[src/infix_expression_evaluator_assert.svh]
// Assertion macros for the infix expression evaluator.
// Expects clk and arst_n in the including scope; synthesis sees empty bodies.
`ifndef INFIX_EXPRESSION_EVALUATOR_ASSERT_SVH
`define INFIX_EXPRESSION_EVALUATOR_ASSERT_SVH

`ifndef SYNTHESIS

// Implication checked on every clock edge outside reset
`define IEF_ASSERT_IMPL(label, ante, cons, msg) \
	label: assert property (@(posedge clk) disable iff (!arst_n) (ante) |-> (cons)) \
		else $error(msg);

// Plain property checked on every clock edge outside reset
`define IEF_ASSERT(label, prop, msg) \
	label: assert property (@(posedge clk) disable iff (!arst_n) (prop)) \
		else $error(msg);

`else

`define IEF_ASSERT_IMPL(label, ante, cons, msg)
`define IEF_ASSERT(label, prop, msg)

`endif

`endif

[src/ief_pkg.sv]
// Types and character codes of the infix expression evaluator.
// No dependencies.
`timescale 1ns / 1ps

package ief_pkg;

	// Width of the emitted value
	localparam int unsigned VALUE_W = 32;

	// Character codes
	localparam logic [7:0] CH_PLUS  = 8'h2B;
	localparam logic [7:0] CH_MINUS = 8'h2D;
	localparam logic [7:0] CH_TIMES = 8'h2A;
	localparam logic [7:0] CH_SLASH = 8'h2F;
	localparam logic [7:0] CH_EQUAL = 8'h3D;
	localparam logic [7:0] CH_SPACE = 8'h20;
	localparam logic [7:0] CH_ZERO  = 8'h30;
	localparam logic [7:0] CH_NINE  = 8'h39;

	// Operator waiting for the next number
	typedef enum logic [2:0] {
		OP_ADD     = 3'd0,
		OP_SUB     = 3'd1,
		OP_MUL     = 3'd2,
		OP_DIV     = 3'd3,
		OP_DISCARD = 3'd4
	} pend_op_t;

	// Sequencer states
	typedef enum logic [2:0] {
		ST_IDLE,
		ST_APPLY,
		ST_MUL,
		ST_DIV,
		ST_DIV_SIGN,
		ST_FINISH
	} ief_state_t;

endpackage

[src/infix_expression_evaluator.sv]
// Infix expression evaluator: character in, one result per '='.
// Depends on ief_pkg and infix_expression_evaluator_assert.svh.
`timescale 1ns / 1ps
//
//  channel  | handshake                  | payload
//  ---------+----------------------------+-----------------------
//  char     | char_valid / char_stall    | char_code[7:0]
//  result   | result_valid / result_stall| value[31:0], div_zero
//
// Digits and spaces are taken in the idle state. Any other character ends in the finish
// step, after the apply step when it ends a number; under '*' the multiply steps come
// between, under '/' with a nonzero divisor the divide and sign steps: the shift-add
// multiplier and the restoring divider retire one bit per cycle.
// Reset (arst_n low) clears the running total, term, number and flags at once.
// A '=' waits in the finish step while a previous result is still stalled.

`include "infix_expression_evaluator_assert.svh"

module infix_expression_evaluator
	import ief_pkg::*;
#(
	parameter int unsigned DATA_WIDTH = 32
) (
	input  logic               clk,
	input  logic               arst_n,
	input  logic               char_valid,
	output logic               char_stall,
	input  logic [7:0]         char_code,
	output logic               result_valid,
	input  logic               result_stall,
	output logic signed [VALUE_W-1:0] value,
	output logic               div_zero
);

	localparam int unsigned DW    = DATA_WIDTH;
	localparam int unsigned CNT_W = $clog2(DW);

	ief_state_t state_q, state_d;

	// Architectural state
	logic [DW-1:0] total_q, term_q, acc_q;
	pend_op_t      pend_op_q;
	logic          in_num_q, err_q;

	// Serial arithmetic work registers
	logic [DW-1:0]    a_q, b_q, r_q;
	logic [CNT_W-1:0] cnt_q;
	logic             neg_q;
	logic [7:0]       char_q;

	// Output register
	logic               out_valid_q;
	logic [VALUE_W-1:0] value_q;
	logic               div_zero_q;

	logic          char_acc, is_space, is_digit, last_step, out_free, res_load;
	logic [3:0]    digit;
	logic [DW-1:0] sum, mul_next, div_trial, div_rem_next;
	logic [DW:0]   div_diff;
	logic          div_qbit;
	logic [VALUE_W-1:0] value_sum;

	// Character decode
	assign char_acc = char_valid && !char_stall;
	assign is_space = (char_code == CH_SPACE);
	assign is_digit = (char_code >= CH_ZERO) && (char_code <= CH_NINE);
	assign digit    = 4'(char_code - CH_ZERO);

	assign last_step = (cnt_q == CNT_W'(DW - 1));
	assign out_free  = !out_valid_q || !result_stall;
	assign sum       = total_q + term_q;
	assign res_load  = (state_q == ST_FINISH) && (char_q == CH_EQUAL) && out_free;

	// One shift-add step: add multiplicand when the multiplier LSB is set
	assign mul_next = r_q + (b_q[0] ? a_q : '0);

	// One restoring-division step; remainder stays below divisor so its MSB is 0
	assign div_trial    = {r_q[DW-2:0], b_q[DW-1]};
	assign div_diff     = {1'b0, div_trial} - {1'b0, a_q};
	assign div_qbit     = !div_diff[DW];
	assign div_rem_next = div_qbit ? div_diff[DW-1:0] : div_trial;

	// Fit the result to the value port
	generate
		if (DW >= VALUE_W) begin : g_val_trunc
			assign value_sum = sum[VALUE_W-1:0];
		end else begin : g_val_ext
			assign value_sum = {{(VALUE_W - DW){1'b0}}, sum};
		end
	endgenerate

	// State register
	always_ff @(posedge clk or negedge arst_n) begin
		if (!arst_n) begin
			state_q <= ST_IDLE;
		end else begin
			state_q <= state_d;
		end
	end

	// Next state and handshake
	always_comb begin
		state_d    = state_q;
		char_stall = (state_q != ST_IDLE);
		case (state_q)
			ST_IDLE: begin
				if (char_valid && !is_space && !is_digit) begin
					state_d = in_num_q ? ST_APPLY : ST_FINISH;
				end
			end
			ST_APPLY: begin
				case (pend_op_q)
					OP_MUL:  state_d = ST_MUL;
					OP_DIV:  state_d = (acc_q == '0) ? ST_FINISH : ST_DIV;
					default: state_d = ST_FINISH;
				endcase
			end
			ST_MUL: begin
				if (last_step) begin
					state_d = ST_FINISH;
				end
			end
			ST_DIV: begin
				if (last_step) begin
					state_d = ST_DIV_SIGN;
				end
			end
			ST_DIV_SIGN: begin
				state_d = ST_FINISH;
			end
			ST_FINISH: begin
				if (char_q != CH_EQUAL || out_free) begin
					state_d = ST_IDLE;
				end
			end
			default: begin
				state_d = ST_IDLE;
			end
		endcase
	end

	// Expression state
	always_ff @(posedge clk or negedge arst_n) begin
		if (!arst_n) begin
			total_q   <= '0;
			term_q    <= '0;
			acc_q     <= '0;
			pend_op_q <= OP_ADD;
			in_num_q  <= 1'b0;
			err_q     <= 1'b0;
		end else begin
			case (state_q)
				ST_IDLE: begin
					if (char_acc && is_digit) begin
						acc_q    <= (acc_q << 3) + (acc_q << 1) + DW'(digit);
						in_num_q <= 1'b1;
					end
				end
				ST_APPLY: begin
					case (pend_op_q)
						OP_ADD: begin
							total_q <= sum;
							term_q  <= acc_q;
						end
						OP_SUB: begin
							total_q <= sum;
							term_q  <= '0 - acc_q;
						end
						OP_DIV: begin
							if (acc_q == '0) begin
								err_q <= 1'b1;
							end
						end
						default: begin
						end
					endcase
					acc_q    <= '0;
					in_num_q <= 1'b0;
				end
				ST_MUL: begin
					if (last_step) begin
						term_q <= mul_next;
					end
				end
				ST_DIV_SIGN: begin
					term_q <= neg_q ? ('0 - b_q) : b_q;
				end
				ST_FINISH: begin
					if (char_q == CH_EQUAL) begin
						if (out_free) begin
							total_q   <= '0;
							term_q    <= '0;
							acc_q     <= '0;
							pend_op_q <= OP_ADD;
							in_num_q  <= 1'b0;
							err_q     <= 1'b0;
						end
					end else begin
						case (char_q)
							CH_PLUS:  pend_op_q <= OP_ADD;
							CH_MINUS: pend_op_q <= OP_SUB;
							CH_TIMES: pend_op_q <= OP_MUL;
							CH_SLASH: pend_op_q <= OP_DIV;
							default:  pend_op_q <= OP_DISCARD;
						endcase
					end
				end
				default: begin
				end
			endcase
		end
	end

	// Serial multiply / divide datapath
	always_ff @(posedge clk) begin
		case (state_q)
			ST_IDLE: begin
				if (char_acc) begin
					char_q <= char_code;
				end
			end
			ST_APPLY: begin
				cnt_q <= '0;
				r_q   <= '0;
				if (pend_op_q == OP_MUL) begin
					a_q <= term_q;
					b_q <= acc_q;
				end else begin
					a_q   <= acc_q[DW-1] ? ('0 - acc_q) : acc_q;
					b_q   <= term_q[DW-1] ? ('0 - term_q) : term_q;
					neg_q <= acc_q[DW-1] ^ term_q[DW-1];
				end
			end
			ST_MUL: begin
				r_q   <= mul_next;
				a_q   <= a_q << 1;
				b_q   <= b_q >> 1;
				cnt_q <= cnt_q + 1'b1;
			end
			ST_DIV: begin
				r_q   <= div_rem_next;
				b_q   <= {b_q[DW-2:0], div_qbit};
				cnt_q <= cnt_q + 1'b1;
			end
			default: begin
			end
		endcase
	end

	// Result register
	always_ff @(posedge clk or negedge arst_n) begin
		if (!arst_n) begin
			out_valid_q <= 1'b0;
		end else if (res_load) begin
			out_valid_q <= 1'b1;
		end else if (!result_stall) begin
			out_valid_q <= 1'b0;
		end
	end

	always_ff @(posedge clk) begin
		if (res_load) begin
			value_q    <= value_sum;
			div_zero_q <= err_q;
		end
	end

	assign result_valid = out_valid_q;
	assign value        = value_q;
	assign div_zero     = div_zero_q;

	// Checks
	`IEF_ASSERT_IMPL(a_result_src, $rose(result_valid), $past(res_load), "stray result")
	`IEF_ASSERT_IMPL(a_clear_after, $rose(result_valid), !(|{total_q, term_q, err_q}), "not cleared")
	`IEF_ASSERT_IMPL(a_rem_bound, state_q == ST_DIV, r_q < a_q, "remainder not below divisor")

endmodule

[config.mk]
export PLATFORM = sky130hd
export DESIGN_NAME = infix_expression_evaluator
export DESIGN_NICKNAME = d
export VERILOG_FILES = /design/src/ief_pkg.sv /design/src/infix_expression_evaluator.sv
export VERILOG_INCLUDE_DIRS = /design/src /design/src/src
export SDC_FILE = /design/constraint.sdc
export NUM_CORES = 1
export LEC_CHECK = 0
export BUFFER_PORTS_ARGS = -buffer_cell sky130_fd_sc_hd__buf_2
export CAP_MARGIN = 20
export CORE_UTILIZATION = 45
export CTS_BUF_LIST = sky130_fd_sc_hd__clkbuf_16
export CTS_CLUSTER_DIAMETER = 100
export DETAILED_ROUTE_END_ITERATION = 6
export GPL_TIMING_DRIVEN = 0
export PLACE_DENSITY_LB_ADDON = 0.05
export SLEW_MARGIN = 20
export SYNTH_ARGS = -nofsm -noshare
export SYNTH_HDL_FRONTEND = slang
export SYNTH_SLANG_ARGS = --single-unit
[constraint.sdc]
create_clock -name clk -period 4.4 [get_ports clk]
set_clock_uncertainty 0.05 [all_clocks]
set_input_delay 0.44 -clock clk [delete_from_list [all_inputs] [get_ports clk]]
set_output_delay 0.44 -clock clk [all_outputs]
set_load 0.005 [all_outputs]
==> out/results.ini <==
[power]
ir_drop_uv = 330.7
power.density_nw_per_um2 = 701.8
p_leak_uw = 0.009737

[logic_synthesis]
synth_cell_type_count = 72
netlist_area_um2 = 20190
ys_async_sr_fraction_pct = 42.34
ys_ff_latch = 248
netlist_instances = 2291
synthTopCellsByCount = nand2_1, o21ai_0, nor2_1, a21oi_1, ha_1
yosys_warnings = 0
yosysTopAreaCell = edfxtp_1
synth_edf_count = 143
avgSynthCellArea_um2 = 8.812
synthFlopType = edfxtp_1
synth_area_leaders = edfxtp_1, dfrtp_1, ha_1
seq_area_frac_synth_pct = 34.28
yosys.area.top_type_share_pct = 21.27
yosysMostFrequentCell = nand2_1
syn_nets = 2467

[sta]
fmax_mhz = 236.8
hold_violations = 0
setup-violations-final = 0
post-route-min-period_ns = 4.224
worst_slew_pin_slew_ns = 0.9325
slew_viol_final = 0
rsz0062_at_grt = false
slew_headroom_pct = 37.83
worst_slack_ns = 0.1764
finalCritPeriodShare_pct = 95.99

[global_route]
grt_pass1_vias = 17020
grt_overflow = 0
grt_pass1_wl_um = 100800
grt_use_total_pct = 28.93
grt_max_degree = 72
antenna_found_initial = 0

[clocking]
clk_latency_ns = 0.59
cts_buffer_depth = 3
cts_made_buffers = 29
cts_root_buf = clkbuf_16
clock_sinks = 248
path_clk_slew_ns = 0.06
h-tree-depth = 1
cts_tree = built

[detailed_routing]
drt_iter0_markers = 1402
drt_wl_total_um = 65570
avgRoutedWirePerCell_um = 21.88
dr.pass1.iters = 5
drtAntennaViolNets = 0
post-route-drc-count = 0
num_vias = 17793
viasPerCell = 5.937

[worst_setup_path]
startpoint_type = register
crit_arrival_ns = 4.48
r2r_end = r_q[6]$_DFFE_PP_
critPathCaptureType = register
reg2reg_from = b_q[31]$_DFFE_PP_
r2r_setup_slack_ns = 0.18
crit_fanout = 10
rr_worst_depth = 14
critPathRequiredTime_ns = 4.66
critPathKind = register to register

[finish]
fillers = 4212
fin_nets = 2558
drive_gt1_share_pct = 5.738
antenna_cells = 0
final-instance-count-excl-fill = 2997
area_growth_pct = 10.83

[floorplan]
dieArea_um2 = 45720
pin_count = 47
core-area_um2 = 44220
rows = 77
fp.dieH_um = 213.8
chipWidth_um = 213.8
initial_utilization_pct = 45.66

[run]
drv_cap = 0

[worst_hold_path]
min_to = char_q[0]$_DFFE_PP_
hp-class = input pin to register
hold_depth = 1
min_from = char_code[0]

[outcome]
status = finished clean

[place]
hpwlAfterDp_um = 53100
io_buffer_count = 46
place.gp.congestion = 0.9647
place_ws_ns = -0.3688
dp_cells = 2935

[flip-flops by register name, summed over array words and instances (netlist names)]
name,cells
b_q,32
total_q,32
acc_q,32
pend_op_q,3
term_q,32
a_q,32
div_zero,1
value,32
neg_q,1
state_q,3
err_q,1
r_q,32
cnt_q,5
result_valid,1
char_q,8
in_num_q,1
[what timing repair did]
item	in CTS	in global routing
pin swaps	1	1
hold endpoints to repair	38	0
gates resized for setup	8	9
hold buffers	5	0
setup endpoints to repair	28	35
gates cloned	0	0
setup buffers	0	4
[cell families after synthesis]
logic type / share of synthesized area [%]
compound gates: 24.09
flops: 34.28
mux: 3.192
fa+ha+maj: 10.35
simple gates: 14.40
xor+xnor: 9.761
buf+inv: 3.929
[cell usage in the layout (no fill, tap or decap), drive strengths merged, types with 38 or more instances in the layout]
cell type / n
a31oi: 42
ha: 159
o21ai: 202
a21o: 70
nand2: 227
clkbuf: 141
a21oi: 161
xnor2: 85
xor2: 140
o211ai: 48
o31ai: 38
inv: 87
nor2: 181
nand3: 45
mux2i: 61
buf: 72
dfrtp: 105
edfxtp: 143
[worst max-delay path: stages (launching register included)]
cell and delay [ns]:
edfxtp_1 0.47, clkinvlp_4 0.22, ha_1 0.19, fa_1 0.27
nor2b_1 0.09, o2111ai_1 0.25, a31oi_1 0.18, a31o_2 0.31
a31oi_2 0.29, o221ai_1 0.24, a221oi_2 0.43, buf_4 0.29
clkbuf_4 0.28, mux2i_1 0.25, o32ai_1 0.12
[stage by stage]
stage,TNS [ns],hold WS [ns],cell area (µm²),total power (µW),util (%)
after global routing,0,0.01769,22380,16750,50.60
after global placement,-108.40,0.3779,21160,12900,47.85
final,0,0.02930,22380,15700,50.60
after CTS,0,0.007033,22340,15570,50.51
after detailed placement,-3.012,0.3060,21320,13030,48.20
after floorplan,0,0.09441,20190,10430,-
[worst max-delay path by stage]
stage / start / endpoint / depth (start not counted)
floorplan: state_q[1]$_DFFE_PN0P_ / b_q[0]$_DFFE_PP_ / 3
global placement: state_q[1]$_DFFE_PN0P_ / r_q[29]$_DFFE_PP_ / 3
detailed placement: b_q[31]$_DFFE_PP_ / r_q[6]$_DFFE_PP_ / 14
CTS: acc_q[0]$_DFFE_PN0P_ / acc_q[30]$_DFFE_PN0P_ / 14
global route: b_q[0]$_DFFE_PP_ / r_q[30]$_DFFE_PP_ / 15
finish: b_q[31]$_DFFE_PP_ / r_q[6]$_DFFE_PP_ / 14
[cell type report]
| class | instances | area [µm²] | share of cell area, % |
|---|---|---|---|
| Buffer | 128 | 498.0 | 2.226 |
| Clock buffer | 29 | 725.7 | 3.243 |
| Clock inverter | 25 | 221.5 | 0.9898 |
| Inverter | 80 | 304.0 | 1.359 |
| Multi-Input combinational cell | 1834 | 12520 | 55.97 |
| Sequential cell | 248 | 6922 | 30.93 |
| Tap cell | 592 | 740.7 | 3.310 |
| Timing Repair Buffer | 61 | 439.2 | 1.963 |
[layer usage]
layer / track usage (%) / vias up / routed length, µm
met5: 0 / - / 0
met4: 9.532 / 0 / 2115
met3: 2.958 / 88 / 3829
met2: 45.20 / 550 / 28820
met1: 41.74 / 8498 / 30800
li1: - / 8657 / -
[where the power goes]
group / internal [µW] / leakage (µW) / total [µW] / switching (µW)
Clock: 1430 / 0.000494 / 2440 / 1010
Sequential: 3490 / 0.00271 / 4460 / 971
Combinational: 3390 / 0.00653 / 8800 / 5410
Note: power is estimated with default switching activity, not from simulation.
